`config.mk`:
```
export PLATFORM = sky130hd
export DESIGN_NAME = ogn_norm
export DESIGN_NICKNAME = d
export VERILOG_FILES = /design/src/design/octave_gradient_noise_2d_core_assert.svh /design/src/design/ogn_pkg.sv /design/src/design/ogn_norm.sv
export SDC_FILE = /design/constraint.sdc
export NUM_CORES = 2
export LEC_CHECK = 0
export BUFFER_PORTS_ARGS = -buffer_cell sky130_fd_sc_hd__buf_2
export CORE_MARGIN = 2
export CORE_UTILIZATION = 50
export DETAILED_ROUTE_END_ITERATION = 12
export MAX_ROUTING_LAYER = met4
export PLACE_DENSITY = 0.76
export SYNTH_ARGS = -nofsm -noshare
export SYNTH_HDL_FRONTEND = slang
export SYNTH_SLANG_ARGS = --single-unit
```
`constraint.sdc`:
```
create_clock -name clk -period 27.5 [get_ports clk]
set_input_delay 1.375 -clock clk [delete_from_list [all_inputs] [get_ports clk]]
set_output_delay 1.375 -clock clk [all_outputs]
set_load 0.005 [all_outputs]
```
`src/design/octave_gradient_noise_2d_core_assert.svh`:
```
// Assertion macros shared by the octave gradient noise core.
`ifndef OCTAVE_GRADIENT_NOISE_2D_CORE_ASSERT_SVH
`define OCTAVE_GRADIENT_NOISE_2D_CORE_ASSERT_SVH
`ifndef NO_ASSERTIONS
`define OGN_ASSERT_DELAY(lbl, clk, rst_n, ante, dly, cons) \
	lbl: assert property (@(posedge clk) disable iff (!rst_n) (ante) |-> ##dly (cons)) \
		else $error("octave noise core: delayed property failed");
`define OGN_ASSERT_PAST(lbl, clk, rst_n, cons, ante, dly) \
	lbl: assert property (@(posedge clk) disable iff (!rst_n) (cons) |-> $past(ante, dly)) \
		else $error("octave noise core: past property failed");
`else
`define OGN_ASSERT_DELAY(lbl, clk, rst_n, ante, dly, cons)
`define OGN_ASSERT_PAST(lbl, clk, rst_n, cons, ante, dly)
`endif
`endif

```
`src/design/ogn_pkg.sv`:
```
// Shared types, constants and table functions of the octave gradient noise core.
package ogn_pkg;
	localparam int MAX_OCTAVES_DEF = 4;
	localparam int ANGLE_BITS_DEF = 10;
	localparam int FRAC_BITS_DEF = 16;

	localparam int CFG_IDX_W = 4;
	localparam int CFG_DATA_W = 56;

	typedef enum logic [CFG_IDX_W-1:0] {
		REG_OCTAVE_COUNT = 4'd0,
		REG_INV_ZOOM = 4'd1,
		REG_SHIFT_X = 4'd2,
		REG_SHIFT_Y = 4'd3,
		REG_SEEDS_LOW = 4'd4,
		REG_SEEDS_HIGH = 4'd5
	} reg_idx_t;

	typedef struct packed {
		logic [2:0] octave_count;
		logic [31:0] inv_zoom;
		logic [31:0] shift_x;
		logic [31:0] shift_y;
		logic [55:0] seeds_low;
		logic [55:0] seeds_high;
	} cfg_t;

	localparam logic [2:0] OCTAVE_COUNT_RST = 3'd4;
	localparam logic [31:0] INV_ZOOM_RST = 32'd327680;

	localparam logic [31:0] HASH_C1 = 32'd3284157443;
	localparam logic [31:0] HASH_C2 = 32'd1911520717;
	localparam logic [31:0] HASH_C3 = 32'd2048419325;

	localparam logic [63:0] SIN_C0 = 64'd1686629713;
	localparam logic [63:0] SIN_C1 = 64'd693598668;
	localparam logic [63:0] SIN_C2 = 64'd85569306;
	localparam logic [63:0] SIN_C3 = 64'd5026996;
	localparam logic [63:0] SIN_C4 = 64'd172272;
	localparam logic [63:0] ONE_Q30 = 64'd1 << 30;

	localparam int DOT_W = 34;
	localparam int NOISE_W = 36;
	localparam int WEIGHT_W = 10;
	localparam int WSUM_W = 12;
	localparam int SUM_W = NOISE_W + WEIGHT_W + 4;
	localparam int NUM_SHIFT = 14;
	localparam int HALF_SHIFT = 29;
	localparam int QUOT_W = 28;
	localparam int RECIP_SHIFT = 42;
	localparam int RECIP_W = 33;

	localparam logic [WEIGHT_W-1:0] WEIGHT [8] = '{
		10'd840, 10'd420, 10'd280, 10'd210, 10'd168, 10'd140, 10'd120, 10'd105
	};
	localparam logic [WSUM_W-1:0] WSUM [8] = '{
		12'd840, 12'd1260, 12'd1540, 12'd1750, 12'd1918, 12'd2058, 12'd2178, 12'd2283
	};
	localparam logic [RECIP_W-1:0] RECIP [8] = '{
		33'((64'd1 << 42) / 64'd840 + 64'd1),
		33'((64'd1 << 42) / 64'd1260 + 64'd1),
		33'((64'd1 << 42) / 64'd1540 + 64'd1),
		33'((64'd1 << 42) / 64'd1750 + 64'd1),
		33'((64'd1 << 42) / 64'd1918 + 64'd1),
		33'((64'd1 << 42) / 64'd2058 + 64'd1),
		33'((64'd1 << 42) / 64'd2178 + 64'd1),
		33'((64'd1 << 42) / 64'd2283 + 64'd1)
	};

	function automatic logic [30:0] quarter_sin(input int unsigned r, input int unsigned abits);
		logic [63:0] u;
		logic [63:0] u2;
		logic [63:0] t;
		logic [63:0] v;
		u = 64'(r) << (32 - abits);
		u2 = (u * u) >> 30;
		t = SIN_C3 - ((u2 * SIN_C4) >> 30);
		t = SIN_C2 - ((u2 * t) >> 30);
		t = SIN_C1 - ((u2 * t) >> 30);
		t = SIN_C0 - ((u2 * t) >> 30);
		v = (u * t) >> 30;
		if (v > ONE_Q30) begin
			v = ONE_Q30;
		end
		return v[30:0];
	endfunction
endpackage

```
`src/design/ogn_norm.sv`:
```
// Weighted octave sum, normalization by reciprocal multiply and output saturation.
module ogn_norm #(
	parameter int MAX_OCTAVES = ogn_pkg::MAX_OCTAVES_DEF
) (
	input logic clk,
	input logic [2:0] octave_count,
	input logic signed [ogn_pkg::NOISE_W-1:0] noise [MAX_OCTAVES],
	output logic [15:0] noise_value
);
	localparam int SW = ogn_pkg::SUM_W;
	localparam int NSW = SW - ogn_pkg::NUM_SHIFT;

	logic [2:0] cnt_m1;
	logic signed [SW-1:0] acc;
	logic signed [SW-1:0] num_s1;
	logic [2:0] widx_s1, widx_s2;
	logic [NSW-1:0] nsh;
	logic [ogn_pkg::QUOT_W-1:0] n_s2;
	logic zero_s2, sat_s2, zero_s3, sat_s3;
	logic [ogn_pkg::QUOT_W+ogn_pkg::RECIP_W-1:0] prod_s3;

	always_comb begin
		if (octave_count == 3'd0) begin
			cnt_m1 = 3'd0;
		end else if ({1'b0, octave_count} > 4'(MAX_OCTAVES)) begin
			cnt_m1 = 3'(MAX_OCTAVES - 1);
		end else begin
			cnt_m1 = octave_count - 3'd1;
		end
	end

	always_comb begin
		acc = '0;
		for (int k = 0; k < MAX_OCTAVES; k++) begin
			if (3'(k) <= cnt_m1) begin
				acc = acc + SW'(noise[k]) * SW'($signed({1'b0, ogn_pkg::WEIGHT[k]}));
			end
		end
	end

	assign nsh = NSW'(num_s1 >>> ogn_pkg::NUM_SHIFT);

	always_ff @(posedge clk) begin
		num_s1 <= acc + $signed(SW'({ogn_pkg::WSUM[cnt_m1], {ogn_pkg::HALF_SHIFT{1'b0}}}));
		widx_s1 <= cnt_m1;
		zero_s2 <= num_s1[SW-1] || (num_s1 == '0);
		sat_s2 <= nsh >= NSW'({ogn_pkg::WSUM[widx_s1], 16'd0});
		n_s2 <= nsh[ogn_pkg::QUOT_W-1:0];
		widx_s2 <= widx_s1;
		prod_s3 <= n_s2 * ogn_pkg::RECIP[widx_s2];
		zero_s3 <= zero_s2;
		sat_s3 <= sat_s2;
		if (zero_s3) begin
			noise_value <= 16'd0;
		end else if (sat_s3) begin
			noise_value <= 16'hFFFF;
		end else begin
			noise_value <= prod_s3[ogn_pkg::RECIP_SHIFT +: 16];
		end
	end
endmodule

```
==> After elaboration in Yosys (flattened, before gate mapping) <==
Memory sizes are Yosys's and may differ from the RTL's.
Cells that the tools add are included.
{ "classes": {"n_addsub": 5, "n_mul": 5, "magnitude_cmp": 9, "mux": 13, "bitwise": 3, "n_reduce_logical": 3} }
{ "op_table": {"columns": ["operator", "count"], "rows": [
  ["$mux 50", 4],
  ["$mul 36x8->44 const B", 3],
  ["$add 50x46->50", 2],
  ["$mux 33", 2],
  ["$mul 28x33->58", 1],
  ["$add 50x42->50", 1],
  ["$add 50x45->50", 1],
  ["$logic_not 50->1", 1],
  ["$mux 12", 4],
  ["$mul 36x7->43 const B", 1],
  ["$ge 36x28->1", 1],
  ["$mux 16", 1],
  ["$ge 4x4->1 const B", 3],
  ["$not 3->4", 3],
  ["$le 1x3->1 const A", 2],
  ["$le 2x3->1 const A", 2],
  ["$mux 3", 2],
  ["$gt 3x3->1 const B", 1],
  ["$logic_not 3->1", 1],
  ["$sub 3x1->3 const B", 1],
  ["$logic_or 1x1->1", 1]
]} }
{ "word_totals": {"regBits": 162, "rom_bits": 456, "in_bits": 148, "out_inout_bits": 16, "elab_cells": 51, "memories": 3} }
{ "memory_table": {"columns": ["name", "depth", "width", "read_ports", "rd_ports_with_merged_regs", "wr", "line_no", "source"], "rows": [
  ["(no name shown)", 8, 33, 1, 0, 0, "ogn_norm.sv:50", "prod_s3 <= n_s2 * ogn_pkg::RECIP[widx_s2];"],
  ["(no name shown)", 8, 12, 1, 0, 0, "ogn_norm.sv:47", "sat_s2 <= nsh >= NSW'({ogn_pkg::WSUM[widx_s1], 16'd0});"],
  ["(no name shown)", 8, 12, 1, 0, 0, "ogn_norm.sv:44", "num_s1 <= acc + $signed(SW'({ogn_pkg::WSUM[cnt_m1], {ogn_pkg::HALF_SHIFT{1'b0}}}));"]
]} }

==> Depth between registers and ports, before layout <==
{ "logic_depth": {"ltp_word": 12, "ltp_mapped": 61} }

==> Least setup slack after synthesis <==
No wires, ideal clock.
{ "synth_timing": {"path_type": "input port to flip-flop", "startpoint": "in noise[114] (netlist name)", "endpoint": "reg num_s1[49]", "setup_time_ns": 0.072, "arrival_ns": 12.134, "required_time_ns": 27.428, "setup_slack_ns": 15.294, "stages": 57, "path_cell_list": "ha_1 fa_1 fa_1 ha_1 ha_1 a211oi_1 nor2_1 a211o_1 or2_2 nand3_1 nand2_1 a21o_1 a21o_1 xor2_1 ha_1 a21oi_1 o21ai_0 nor3_1 (+21 left out) xnor2_1 a21oi_1 ha_1 fa_1 a21o_1 a21oi_1 o21bai_1 a21oi_1 o21bai_1 a21oi_1 nor2b_1 o21a_1 o21a_1 o21a_1 o21a_1 and4b_1 xnor2_1 xnor2_1"} }
{ "synth_via": {"elab_chain_cells": 9} }
{ "synth_rtl": {"columns": ["element", "line_no", "source"], "rows": [
  ["from (decl)", "ogn_norm.sv:7", "input logic signed [ogn_pkg::NOISE_W-1:0] noise [MAX_OCTAVES],"],
  ["$mul 36x8->44 (*)", "ogn_norm.sv:36", "acc = acc + SW'(noise[k]) * SW'($signed({1'b0, ogn_pkg::WEIGHT[k]}));"],
  ["$mux 50 (*)", "ogn_norm.sv:35", "if (3'(k) <= cnt_m1) begin"],
  ["$add 50x46->50", "ogn_norm.sv:36", null],
  ["$mux 50 (*)", "ogn_norm.sv:35", null],
  ["$add 50x46->50", "ogn_norm.sv:36", null],
  ["$mux 50 (*)", "ogn_norm.sv:35", null],
  ["$add 50x45->50", "ogn_norm.sv:36", null],
  ["$mux 50 (*)", "ogn_norm.sv:35", null],
  ["$add 50x42->50 (*)", "ogn_norm.sv:44", null],
  ["to (signal assigned)", "ogn_norm.sv:44", null],
  ["to (decl)", "ogn_norm.sv:15", "logic signed [SW-1:0] num_s1;"]
]} }
Mark *: on every way between the ends. The rest lies on a longest branch, timed or not.
A chain may end at the register's enable or synchronous reset.

==> Final worst setup path <==
{ "layout_timing": {"startpoint": "in noise[109] (netlist name)", "endpoint": "reg num_s1[49]"} }
The elaborated chain is that of the path after synthesis.

==> summary.md <==
| Metric | Value |
|---|---|
| Max-cap viol count | `0` |
| Drt first pass iters | `6` |
| Filler cells | `10600` |
| Slowest CP cell | `fa_1` |
| Multi-input logic area | `49900 sq um` |
| Share of cells above drive strength 1 | `0.0507` |
| Final core utilization | `0.529` |
| DRT Wirelength | `159 mm` |
| Seq/Total Area, Yosys | `0.0408` |
| Worst setup EP type | `register` |
| Synth Flop Type | `dfxtp_1` |
| Final slew viol count | `0` |
| Critical path's largest stage delay | `0.48 ns` |
| Final Hold Viols | `0` |
| Grt ovf | `0` |
| Post-Synthesis Cell Area | `58300 sq um` |
| WL/cell | `18.9 um` |
| CP Data Required Time | `27.89 ns` |
| Register clock-pin slew on the reported worst setup and hold paths | `0.06 ns` |
| Post-CTS Setup Inserts | `0` |
| Vias per inst | `5.61` |
| Crit Path Category | `primary input to register` |
| Core box area | `116000 sq um` |
| RSZ-0062 raised after global routing | `no` |
| DRC Markers | `0` |
| Rel. slew slack | `0.226` |
| Final Cycle Share | `0.479` |
| Post-synth EDFFs | `0` |
| Die Width | `346 um` |
| First-pass GRT wire length | `259 mm` |
| Non-filler cells, final | `8416` |
| Largest delay share family, worst path | `compound AO/OA/AOI/OAI gates` |
| Post-synth net total | `8909` |
| DRT iter0 DRCs | `3480` |
| TritonCTS Buffers | `17` |
| Area of the die | `119000 sq um` |
| Synth cell types | `93` |
| Post-synth top cells | `inv_1 (1381), fa_1 (1039), nand2_1 (867)` |
| Antenna violations before repair | `24` |
| Fmax | `0.0760 GHz` |
| CP max FO | `8` |
| Synth Register Bits | `119` |
| Htree depth | `4` |
| Arrival @ worst endpoint | `13.55 ns` |
| Setup TNS | `0 ns` |
| Final-stage net count | `8894` |
| Synth Instances | `6881` |
| Mapped Avg Cell Area | `8.48 sq um` |
| Max Root-Sink Buffers | `2` |
| Bufs and invs on worst path | `3` |
| Final setup viols | `0` |
| Startpoint types | `primary input` |
| Post-synth ARST share | `0` |
| Total track usage | `0.279` |
| P&R area growth vs syn | `5.00%` |
| Initial core utilization | `0.503` |
| Top post-synthesis cells by area | `fa_1 (36%), ha_1 (18%), inv_1 (8.9%)` |
| Hold-fix buffers, CTS | `0` |
| Count leader, synth | `inv_1` |
| CP dominant cell by count | `a21oi_1` |
| Routed Antenna Nets | `0` |
| CTS tree | `done` |
| Site Rows | `125` |
| Number of global-route vias before repair | `49500` |
| Via count | `47200` |
| Synthesis Warnings | `0` |
| Clock Skew | `0.0153 ns` |
| Worst-skew pair later-pin latency | `0.46 ns` |
| Worst Hold Class | `register to register` |
| # resized after CTS | `0` |
| Area leader, netlist | `fa_1` |
| Post-DP HPWL | `132 mm` |
| Port bufs | `163` |
| Worst-margin pin slew | `1.16 ns` |
| Die Span Y | `346 um` |
| Fin crit period | `13.16 ns` |
| Sequential cell area | `2380 sq um` |
| Synth top area share | `0.357` |
| Placed insts | `8371` |
| Largest net degree at the start of global routing | `66` |
| Clk sinks | `119` |
| Placer Congestion | `0.967` |
| IO Pins | `164` |
| Setup slack, reg-to-reg | `17.17 ns` |
| Status | `finished clean` |
| Clock Tree Root | `clkbuf_16` |
## kinds of logic (layout without fill, tap and decap cells)
logic type / Yosys count / in the layout / synth area share
other: 0 / 13 / 0
adders and majority gates: 1880 / 1880 / 0.537
muxes: 44 / 44 / 0.00826
AOI/OAI and AO/OA: 1078 / 1078 / 0.119
buffers and inverters: 1641 / 1639 / 0.106
xor gates and xnor gates: 325 / 325 / 0.0488
DFF: 119 / 119 / 0.0408
and+or+nand+nor: 1794 / 1794 / 0.140
## worst reg2reg max path, delay by kind of cell (launching register included)
family | cells | cell delay (ns)
AO/OA/AOI/OAI | 12 | 2.99
XOR/XNOR | 1 | 0.13
adder cells (fa/ha/maj) | 9 | 4.37
buffers and inverters | 6 | 0.65
flip-flops | 1 | 0.86
AND/OR/NAND/NOR | 4 | 1.27
## path summary, 6_finish.rpt
kind	end	from	cells past startpoint
hold / removal	zero_s3	zero_s2	0
hold reg to reg	zero_s3	zero_s2	0
setup / recovery	num_s1[49]	noise[109]	57
setup reg to reg	prod_s3[57]	widx_s2[0]	32
## state kept, by name (all words and copies together), names as in the netlist
signal / cells
sat_s3: 1
widx_s2: 3
num_s1: 49
noise_value: 16
n_s2: 28
widx_s1: 3
sat_s2: 1
prod_s3: 16
zero_s3: 1
zero_s2: 1
## metal layers
metal,GRT usage,vias to the layer above,part of all wire
li1,-,21800,-
met4,0.106,0,0.043
met2,0.468,1774,0.48
met5,-,-,0
met3,0.0369,400,0.073
met1,0.342,23200,0.40
## final cells by class
class,instances,share of cell area
flip-flops and latches,119,0.0389
well taps,1524,0.0311
clock buffers,18,0.00717
diodes,13,0.000531
repair buffers,225,0.0209
inverters,1382,0.0847
clock inverters,14,0.00227
multi-input cells,5121,0.814
## stage by stage
step	cell area, sq um	setup slack (ns)	hold WS, ns
detailed placement	60600	13.92	0.312
global placement	60600	14.12	0.326
finish	61300	14.34	0.327
floorplan	58300	15.29	0.310
global route	61300	13.43	0.349
CTS	61200	14.34	0.327
## layout by cell type (no fill, tap or decap), types with 17 or more instances in the layout
master and n:
o21ai_1 21, a21oi_1 344, xnor2_1 211, o21ai_0 184, dfxtp_1 119, o21bai_1 51, xor2_1 114, nand2_1 866
nor2_1 308, nand4_1 53, inv_1 1380, nor3_1 48, a211oi_1 30, o31ai_1 17, o21a_1 50, and2_1 225
fa_1 1039, ha_1 841, nand3_1 98, buf_2 163, mux2_2 28, nor4_1 18, nor2b_1 39, nand2b_1 44
and3_1 39, buf_4 62, a31oi_1 35, clkbuf_16 17, a21o_1 186
Power is not shown: default switching activity piles up to over one toggle a cycle in this logic, so the estimate is an artifact.
