==> config.mk <==
export PLATFORM = sky130hd
export DESIGN_NAME = ogn_cfg
export DESIGN_NICKNAME = d
export VERILOG_FILES = /design/src/design/octave_gradient_noise_2d_core_assert.svh /design/src/design/ogn_pkg.sv /design/src/design/ogn_cfg.sv
export SDC_FILE = /design/constraint.sdc
export NUM_CORES = 1
export LEC_CHECK = 0
export BUFFER_PORTS_ARGS = -buffer_cell sky130_fd_sc_hd__buf_4
export CELL_PAD_IN_SITES_DETAIL_PLACEMENT = 1
export CELL_PAD_IN_SITES_GLOBAL_PLACEMENT = 1
export CORE_ASPECT_RATIO = 1.75
export CORE_MARGIN = 2
export CORE_UTILIZATION = 37
export DETAILED_ROUTE_END_ITERATION = 16
export PLACE_DENSITY_LB_ADDON = 0.1
export REMOVE_ABC_BUFFERS = 1
export SLEW_MARGIN = 30
export SYNTH_ARGS = -nofsm -noshare
export SYNTH_HDL_FRONTEND = slang
export SYNTH_SLANG_ARGS = --single-unit
==> constraint.sdc <==
create_clock -name clk -period 0.8 [get_ports clk]
set_input_delay 0.08 -clock clk [delete_from_list [all_inputs] [get_ports clk]]
set_output_delay 0.08 -clock clk [all_outputs]
set_load 0.01 [all_outputs]
==> src/design/octave_gradient_noise_2d_core_assert.svh <==
// Assertion macros shared by the octave gradient noise core.
`ifndef OCTAVE_GRADIENT_NOISE_2D_CORE_ASSERT_SVH
`define OCTAVE_GRADIENT_NOISE_2D_CORE_ASSERT_SVH
`ifndef NO_ASSERTIONS
`define OGN_ASSERT_DELAY(lbl, clk, rst_n, ante, dly, cons) \
	lbl: assert property (@(posedge clk) disable iff (!rst_n) (ante) |-> ##dly (cons)) \
		else $error("octave noise core: delayed property failed");
`define OGN_ASSERT_PAST(lbl, clk, rst_n, cons, ante, dly) \
	lbl: assert property (@(posedge clk) disable iff (!rst_n) (cons) |-> $past(ante, dly)) \
		else $error("octave noise core: past property failed");
`else
`define OGN_ASSERT_DELAY(lbl, clk, rst_n, ante, dly, cons)
`define OGN_ASSERT_PAST(lbl, clk, rst_n, cons, ante, dly)
`endif
`endif

==> src/design/ogn_pkg.sv <==
// Shared types, constants and table functions of the octave gradient noise core.
package ogn_pkg;
	localparam int MAX_OCTAVES_DEF = 4;
	localparam int ANGLE_BITS_DEF = 10;
	localparam int FRAC_BITS_DEF = 16;

	localparam int CFG_IDX_W = 4;
	localparam int CFG_DATA_W = 56;

	typedef enum logic [CFG_IDX_W-1:0] {
		REG_OCTAVE_COUNT = 4'd0,
		REG_INV_ZOOM = 4'd1,
		REG_SHIFT_X = 4'd2,
		REG_SHIFT_Y = 4'd3,
		REG_SEEDS_LOW = 4'd4,
		REG_SEEDS_HIGH = 4'd5
	} reg_idx_t;

	typedef struct packed {
		logic [2:0] octave_count;
		logic [31:0] inv_zoom;
		logic [31:0] shift_x;
		logic [31:0] shift_y;
		logic [55:0] seeds_low;
		logic [55:0] seeds_high;
	} cfg_t;

	localparam logic [2:0] OCTAVE_COUNT_RST = 3'd4;
	localparam logic [31:0] INV_ZOOM_RST = 32'd327680;

	localparam logic [31:0] HASH_C1 = 32'd3284157443;
	localparam logic [31:0] HASH_C2 = 32'd1911520717;
	localparam logic [31:0] HASH_C3 = 32'd2048419325;

	localparam logic [63:0] SIN_C0 = 64'd1686629713;
	localparam logic [63:0] SIN_C1 = 64'd693598668;
	localparam logic [63:0] SIN_C2 = 64'd85569306;
	localparam logic [63:0] SIN_C3 = 64'd5026996;
	localparam logic [63:0] SIN_C4 = 64'd172272;
	localparam logic [63:0] ONE_Q30 = 64'd1 << 30;

	localparam int DOT_W = 34;
	localparam int NOISE_W = 36;
	localparam int WEIGHT_W = 10;
	localparam int WSUM_W = 12;
	localparam int SUM_W = NOISE_W + WEIGHT_W + 4;
	localparam int NUM_SHIFT = 14;
	localparam int HALF_SHIFT = 29;
	localparam int QUOT_W = 28;
	localparam int RECIP_SHIFT = 42;
	localparam int RECIP_W = 33;

	localparam logic [WEIGHT_W-1:0] WEIGHT [8] = '{
		10'd840, 10'd420, 10'd280, 10'd210, 10'd168, 10'd140, 10'd120, 10'd105
	};
	localparam logic [WSUM_W-1:0] WSUM [8] = '{
		12'd840, 12'd1260, 12'd1540, 12'd1750, 12'd1918, 12'd2058, 12'd2178, 12'd2283
	};
	localparam logic [RECIP_W-1:0] RECIP [8] = '{
		33'((64'd1 << 42) / 64'd840 + 64'd1),
		33'((64'd1 << 42) / 64'd1260 + 64'd1),
		33'((64'd1 << 42) / 64'd1540 + 64'd1),
		33'((64'd1 << 42) / 64'd1750 + 64'd1),
		33'((64'd1 << 42) / 64'd1918 + 64'd1),
		33'((64'd1 << 42) / 64'd2058 + 64'd1),
		33'((64'd1 << 42) / 64'd2178 + 64'd1),
		33'((64'd1 << 42) / 64'd2283 + 64'd1)
	};

	function automatic logic [30:0] quarter_sin(input int unsigned r, input int unsigned abits);
		logic [63:0] u;
		logic [63:0] u2;
		logic [63:0] t;
		logic [63:0] v;
		u = 64'(r) << (32 - abits);
		u2 = (u * u) >> 30;
		t = SIN_C3 - ((u2 * SIN_C4) >> 30);
		t = SIN_C2 - ((u2 * t) >> 30);
		t = SIN_C1 - ((u2 * t) >> 30);
		t = SIN_C0 - ((u2 * t) >> 30);
		v = (u * t) >> 30;
		if (v > ONE_Q30) begin
			v = ONE_Q30;
		end
		return v[30:0];
	endfunction
endpackage

==> src/design/ogn_cfg.sv <==
// Configuration register file of the octave gradient noise core.
module ogn_cfg (
	input logic clk,
	input logic arst_n,
	input logic cfg_valid,
	output logic cfg_ready,
	input logic [ogn_pkg::CFG_IDX_W-1:0] cfg_index,
	input logic [ogn_pkg::CFG_DATA_W-1:0] cfg_data,
	output ogn_pkg::cfg_t cfg
);
	ogn_pkg::cfg_t cfg_q;

	assign cfg_ready = 1'b1;
	assign cfg = cfg_q;

	always_ff @(posedge clk or negedge arst_n) begin
		if (!arst_n) begin
			cfg_q.octave_count <= ogn_pkg::OCTAVE_COUNT_RST;
			cfg_q.inv_zoom <= ogn_pkg::INV_ZOOM_RST;
			cfg_q.shift_x <= '0;
			cfg_q.shift_y <= '0;
			cfg_q.seeds_low <= '0;
			cfg_q.seeds_high <= '0;
		end else if (cfg_valid && cfg_ready) begin
			case (ogn_pkg::reg_idx_t'(cfg_index))
				ogn_pkg::REG_OCTAVE_COUNT: cfg_q.octave_count <= cfg_data[2:0];
				ogn_pkg::REG_INV_ZOOM: cfg_q.inv_zoom <= cfg_data[31:0];
				ogn_pkg::REG_SHIFT_X: cfg_q.shift_x <= cfg_data[31:0];
				ogn_pkg::REG_SHIFT_Y: cfg_q.shift_y <= cfg_data[31:0];
				ogn_pkg::REG_SEEDS_LOW: cfg_q.seeds_low <= cfg_data;
				ogn_pkg::REG_SEEDS_HIGH: cfg_q.seeds_high <= cfg_data;
				default: begin
				end
			endcase
		end
	end
endmodule

* Yosys cells after proc, flatten, opt, wreduce, memory -nomap -nowiden
Cells that the tools add are included.
Word-level totals: flip-flop bits (word level) 211, latch bits 0, memory bits (writable) 0, memory bits (read-only) 0, bits of input ports 63, output and inout bits 212, word-level logic and storage cells 18, memories kept 0
Operators by class: $add $sub $neg 0, multipliers 0, divide/modulo/power cells 0, order comparisons 0, equality and inequality tests 5, shift operators 0, muxes and demuxes 0, bitwise gates (word level) 0, reduce and logical (&&, ||, !) cells 7
Operator list (count):
- $reduce_and 2->1 | 6
- $eq 4x2->1 const B | 2
- $eq 4x3->1 const B | 2
- $eq 4x1->1 const B | 1
- $logic_not 4->1 | 1

* Logic depth before layout (Yosys ltp)
Gate-level depths: netlist of the first run.
depth in word-level cells 2, depth in mapped cells 5, depth with buffers taken out 3

* Worst setup path before layout of the first run
OpenSTA, ideal clock, no wires.
path type input port to flip-flop, start point input cfg_index[3] (netlist name), end point register cfg_q (netlist bit cfg[145]), setup time 0.125 ns, arrival time 1.174 ns, data required time 0.675 ns, path slack -0.499 ns, stages 5, buffers on the path 2, cells stage by stage nor3b_2 > and3b_1 > clkbuf_1 > buf_4 > mux2_2
On the way: longest elaborated chain between the ends 2
Ends and longest elaborated chain:
- from (decl) | RTL line ogn_cfg.sv:7 | input logic [ogn_pkg::CFG_IDX_W-1:0] cfg_index,
- $eq 4x2->1 | RTL line ogn_cfg.sv:25 | case (ogn_pkg::reg_idx_t'(cfg_index))
- $reduce_and 2->1 (no line)
- to (decl) | RTL line ogn_cfg.sv:11 | ogn_pkg::cfg_t cfg_q;
No other way between the ends. A chain may end at the register's enable or synchronous reset.

* Worst setup path in the final report of the first run
start point register cfg_q (netlist bit cfg[199]), end point output cfg[199] (netlist name)
RTL lines:
- to (decl) | RTL line ogn_cfg.sv:9 | output ogn_pkg::cfg_t cfg
No word-level cell between the ends.

==> results of run 1 <==
==> synthesized netlist by cell type (2+ instances only) <==
| library cell | instances | area [sq um] |
|---|---|---|
| mux2_2 | 170 | 1910 |
| dfstp_2 | 3 | 78.8 |
| dfrtp_1 | 208 | 5200 |
| buf_2 | 9 | 45.0 |
| mux2_4 | 40 | 601 |
| buf_6 | 4 | 45.0 |
| nand3b_1 | 2 | 15.0 |
| buf_4 | 9 | 67.6 |
==> cells by family after synthesis <==
group | synth area share
and+or+nand+nor | 0.00778
muxes | 0.314
DFF | 0.657
buffers and inverters | 0.0201
other | 0.000467
==> final cells by class <==
cell class,instances,area share
Sequential cell,211,0.350
Tap cell,292,0.0242
Clock buffer,29,0.0408
Multi-Input combinational cell,221,0.196
Clock inverter,8,0.00763
Timing Repair Buffer,546,0.382
==> what timing repair did <==
item / CTS / global route
gates resized for setup: 349 / 24
pin swaps: 3 / 3
cloned: 21 / 1
hold buffers: 57 / 0
endpoints found under the setup margin: 419 / 420
hold endpoints to repair: 422 / 0
buffers inserted: 84 / 89
==> critical path, stage by stage (launching register included) <==
cell     delay [ps]
dfrtp_1         430
buf_6           140
buf_6           120
==> cells in the final DEF, fill, tap and decap left out <==
cell             n
and3b_2          1
buf_12          30
buf_16          12
buf_4          212
buf_6          231
buf_8            2
bufinv_16        3
clkbuf_1         2
clkbuf_16       22
clkbuf_8         7
clkinv_2         5
conb_1           1
dfrtp_1        208
dfstp_2          3
dlygate4sd3_1   57
mux2_2          85
mux2_4         126
nand2_1          1
nand3_4          1
nand3b_1         2
nor2_1           1
nor3b_4          2
or3_4            1
==> report_power, final <==
group | switching [mW] | internal (mW)
Combinational | 5.13 | 9.76
Sequential | 2.19 | 13.2
Clock | 4.45 | 6.34
Total | 11.8 | 29.3
==> path summary, 6_finish.rpt <==
kind                               from  endpoint  slack [ps]  cells past startpoint
setup / recovery               cfg[199]  cfg[199]        -480                      2
hold / removal                   arst_n   cfg[97]          70                      2
setup reg to reg               cfg[100]  cfg[100]        -260                      3
hold reg to reg                 cfg[56]   cfg[56]         540                      1
max in group asynchronous        arst_n   cfg[54]         160                      3
min in group clk           cfg_index[0]  cfg[209]         170                      5
==> routing by layer <==
metal | vias up | share of wire | GRT usage | routed length (um)
li1 | 2701 | - | - | -
met1 | 3288 | 0.34 | 0.285 | 11900
met2 | 218 | 0.58 | 0.525 | 20100
met3 | 67 | 0.045 | 0.0515 | 1570
met4 | 0 | 0.037 | 0.104 | 1300
met5 | - | 0 | 0 | 0
==> per-stage QoR <==
step / hold WS (ps) / instance area [sq um] / power [mW] / cells / TNS [ps]
floorplan: -216 / 7880 / 18.3 / 432 / -418690
finish: 73.0 / 15100 / 41.1 / 1307 / -131140
global placement: -6.66 / 10800 / 23.7 / 1034 / -135470
global route: 71.4 / 15100 / 42.4 / 1307 / -138090
detailed placement: -2.55 / 10800 / 24.2 / 1034 / -142810
CTS: 32.2 / 14600 / 38.8 / 1233 / -124870
==> run_results.csv, run 1 <==
group,metric,value,unit
floorplanning,io_pins,275,
floorplanning,die-area,23000,sq um
route,ant_nets,0,
clock_tree,numCtsBuffers,21,
critical_path,crit_fanout,2,
route,vias,6274,
timing,rsz0062_at_grt,"true",
timing,setup_viol,419,
clock_tree,clk_latency,500,ps
layout,area_growth,87.8,%
route,drc,0,
min_path,hold_class,"in -> async",
route,viasPerCell,4.80,
synth,ys_seq_elements,211,
clock_tree,htree_levels,1,
timing,post-route-period-util,1.60,
synth,synth_area,8040,sq um
synth,synth_seq_area_share,0.657,
clock_tree,cts_tree,"yes",
place,place.gp.congestion,0.746,
grt,grt_pass1_vias,7169,
grt,grt_pass1_wl,46100,um
critical_path,critPathRequiredTime,720,ps
layout,fin_util,0.705,
timing,min_period,1280,ps
layout,multi_input_area,2950,sq um
synth,yosysWarnings,0,
floorplanning,start_util,0.375,
layout,nFillCells,1846,
grt,antenna_found_initial,0,
timing,fin_ws,-476,ps
grt,overflow,0,
place,dpl.hpwl,16600,um
layout,nNetsFinal,1064,
floorplanning,num_rows,71,
critical_path,end_kind,"primary output",
floorplanning,die_w,115,um
layout,largest_reg_flops,211,
status,status,"finished with violations",
floorplanning,coreArea,21400,sq um
status,violations,"setup timing",
route,drtIter0Drc,212,
synth,synth-main-ff-cell,"dfrtp_1",
synth,synth_edf_count,0,
route,dr.pass1.iters,4,
timing,hold_viol_final,0,
route,routedWlPerCell,26.7,um
power,p_leak,7.50,nW
floorplanning,die_y,199,um
synth,synthCells,455,
timing,max_freq,783,MHz
synth,avgSynthCellArea,17.7,sq um
power,p_per_area,2720,nW/um^2
route,wirelength,34900,um
synth,ys_types,18,
grt,grt_usage,0.273,
timing,clock_skew,0,ps
layout,diodes,0,
clock_tree,clockRootBuffer,"clkbuf_16",
job,maxCapViolCount,0,
synth,synthArstFlopShare,1.00,
clock_tree,path_clk_slew,80,ps
critical_path,cp.arrival,1200,ps
timing,drv_slew,0,
clock_tree,clock_path_buffers,3,
place,dpl_worst_slack,-742,ps
power,ir_drop,1.86,mV
critical_path,worstSetupStartpointType,"register",
clock_tree,cts_sinks,211,
layout,drive_gt1_frac,0.732,
grt,grt_max_degree,29,
place,numPortBuffers,273,
critical_path,critical_path_class,"reg -> out",
layout,seq_area,5280,sq um
Note: power is estimated with default switching activity, not from simulation.
==> inputs of run 2 (changes only) <==
--- a/config.mk
+++ b/config.mk
@@ -5,12 +5,13 @@
 export SDC_FILE = /design/constraint.sdc
 export NUM_CORES = 1
 export LEC_CHECK = 0
+export ABC_AREA = 1
 export BUFFER_PORTS_ARGS = -buffer_cell sky130_fd_sc_hd__buf_4
 export CELL_PAD_IN_SITES_DETAIL_PLACEMENT = 1
 export CELL_PAD_IN_SITES_GLOBAL_PLACEMENT = 1
 export CORE_ASPECT_RATIO = 1.75
 export CORE_MARGIN = 2
-export CORE_UTILIZATION = 37
+export CORE_UTILIZATION = 34
 export DETAILED_ROUTE_END_ITERATION = 16
 export PLACE_DENSITY_LB_ADDON = 0.1
 export REMOVE_ABC_BUFFERS = 1
==> run_results.csv, run 2 <==
group,metric,value,unit
floorplanning,die-area,26300,sq um
critical_path,slowest_stage,"dfstp_2",
critical_path,critical_path_class,"reg -> out",
grt,grt_pass1_vias,9272,
layout,fin_cells,1729,
critical_path,crit_buf_inv,1,
place,numPortBuffers,273,
timing,clock_skew,0,ps
status,status,"finished with violations",
route,vias,8849,
timing,post-route-period-util,1.53,
power,p_comb_frac,0.328,
critical_path,crit_fanout,2,
clock_tree,path_clk_slew,60,ps
timing,min_period,1230,ps
route,dr.pass1.iters,4,
grt,grt_max_degree,54,
floorplanning,die_y,213,um
grt,grt_pass1_wl,52400,um
floorplanning,coreArea,24600,sq um
clock_tree,clk_latency,490,ps
timing,setup_viol,240,
synth,ys_seq_elements,211,
layout,drive_gt1_frac,0.369,
power,p_clk_frac,0.273,
timing,max_freq,816,MHz
power,seq_power_share,0.399,
synth,synth_edf_count,0,
grt,grt_usage,0.258,
synth,synthCells,940,
floorplanning,die_w,123,um
critical_path,regToRegSetupSlack,-110,ps
critical_path,critPathRequiredTime,720,ps
min_path,hold_class,"in -> reg",
place,dpl.hpwl,21900,um
power,p_sw,11.0,mW
synth,yosysWarnings,0,
synth,synthTopCellsByCount,"nand2_1 (425), dfrtp_1 (208), nand4_1 (123)",
timing,fin_ws,-425,ps
power,power,36.9,mW
synth,synth_area,8500,sq um
synth,synth.most_common_cell,"nand2_1",
layout,diodes,0,
synth,avgSynthCellArea,9.04,sq um
synth,ys_types,13,
critical_path,cp.arrival,1150,ps
synth,synth_seq_area_share,0.622,
critical_path,worstSetupStartpointType,"register",
status,violations,"setup timing",
layout,area_growth,72.4,%
place,dp_cells,1510,
layout,largest_reg_flops,211,
power,intPower,25.9,mW
synth,synth_top_area_share,0.613,
critical_path,crit_chain,"buf_6",
grt,overflow,0,
critical_path,slowest_delay,550,ps
job,maxCapViolCount,0,
route,viasPerCell,5.12,
layout,nFillCells,2695,
power,swShare,0.298,
place,place.gp.congestion,0.745,
synth,synth-main-ff-cell,"dfrtp_1",
clock_tree,clockRootBuffer,"clkbuf_16",
layout,final_common_cell,"nand2_1",
clock_tree,cts_sinks,211,
clock_tree,clock_path_buffers,3,
floorplanning,start_util,0.345,
route,ant_nets,0,
power,p_per_area,2520,nW/um^2
floorplanning,num_rows,76,
route,drtIter0Drc,466,
layout,final_cell_mix,"nand2_1 (406), buf_6 (227), dfrtp_1 (208)",
timing,drv_slew,0,
grt,antenna_found_initial,0,
route,drc,0,
route,wirelength,35200,um
layout,nNetsFinal,1466,
critical_path,critPathTopFamily,"flip-flops",
timing,rsz0062_at_grt,"true",
clock_tree,numCtsBuffers,21,
layout,multi_input_area,2950,sq um
synth,synthArstFlopShare,1.00,
critical_path,end_kind,"primary output",
synth,synth_top_area_cell,"dfrtp_1",
clock_tree,cts_tree,"yes",
power,ir_drop,1.60,mV
route,routedWlPerCell,20.4,um
layout,seq_area,5280,sq um
timing,hold_viol_final,0,
power,p_leak,7.75,nW
synth,ys_top_cells_by_area,"dfrtp_1 (61%), nand2_1 (19%), nand4_1 (9.1%)",
clock_tree,htree_levels,1,
floorplanning,io_pins,275,
run 2: changes by cell type after synthesis, sizes merged, moves of 3 or more:
| cell | delta |
|---|---|
| buf | +12 |
| nor2 | +4 |
| mux2 | -211 |
| clkbuf | +45 |
| nand2 | +424 |
| nand3 | +91 |
| inv | +3 |
| nand4 | +123 |
run 2: final timing paths:
check                           startpoint        to  cells after the start
worst max register to register     cfg[73]   cfg[73]                      4
worst min-delay path             cfg_valid   cfg[75]                      4
min in group asynchronous           arst_n   cfg[82]                      3
worst max-delay path              cfg[192]  cfg[192]                      1
worst min register to register    cfg[210]  cfg[210]                      2
max in group asynchronous           arst_n  cfg[173]                      3
run 2: cell type report:
cell class / instances / area share
Timing Repair Buffer: 520 / 0.363
Tap cell: 312 / 0.0267
Inverter: 3 / 0.000769
Clock buffer: 32 / 0.0421
Sequential cell: 211 / 0.361
Clock inverter: 5 / 0.00513
Multi-Input combinational cell: 646 / 0.201
run 2: metrics by stage:
stage	setup TNS, ps	hold slack, ps	util	area, sq um	setup slack (ps)
global placement	-53580	-75.5	0.469	11500	-292
global route	-71150	70.2	0.595	14600	-455
CTS	-67680	46.6	0.570	14000	-440
detailed placement	-60280	-77.2	0.469	11500	-337
finish	-65150	42.8	0.595	14600	-425
floorplan	-1039120	-216	-	8150	-5630
run 2: metal layers:
layer,up-vias,GRT usage,wire (um)
met5,-,0,0
met4,0,0.0807,1200
met3,78,0.0441,1700
met2,267,0.480,19300
met1,4476,0.294,13000
li1,4028,-,-
run 2: cell families after synthesis:
family,after synthesis,share of synthesized area
flops,211,0.622
other cells,1,0.000441
simple gates,645,0.336
buf+inv,83,0.0420
run 2: repair_timing:
action	in CTS	in global routing
endpoints found under the setup margin	211	223
gates resized for setup	211	34
endpoints found under the hold margin	422	5
buffers inserted	58	69
pin swaps	0	5
hold buffers	58	1
run 2: tightest hold or removal path: stages:
cell and delay (ps):
buf_4 120, buf_4 150, nand4_1 90, nand2_1 60
run 2: power groups by stage:
stage                     Combinational [mW]  Clock (mW)  Sequential (mW)
after floorplan                         1.84           0             15.2
after global placement                  8.27           0             14.5
after detailed placement                8.44           0             14.5
after CTS                               10.9        10.4             14.7
after global routing                    13.1        10.7             14.9
final                                   12.1        10.1             14.7
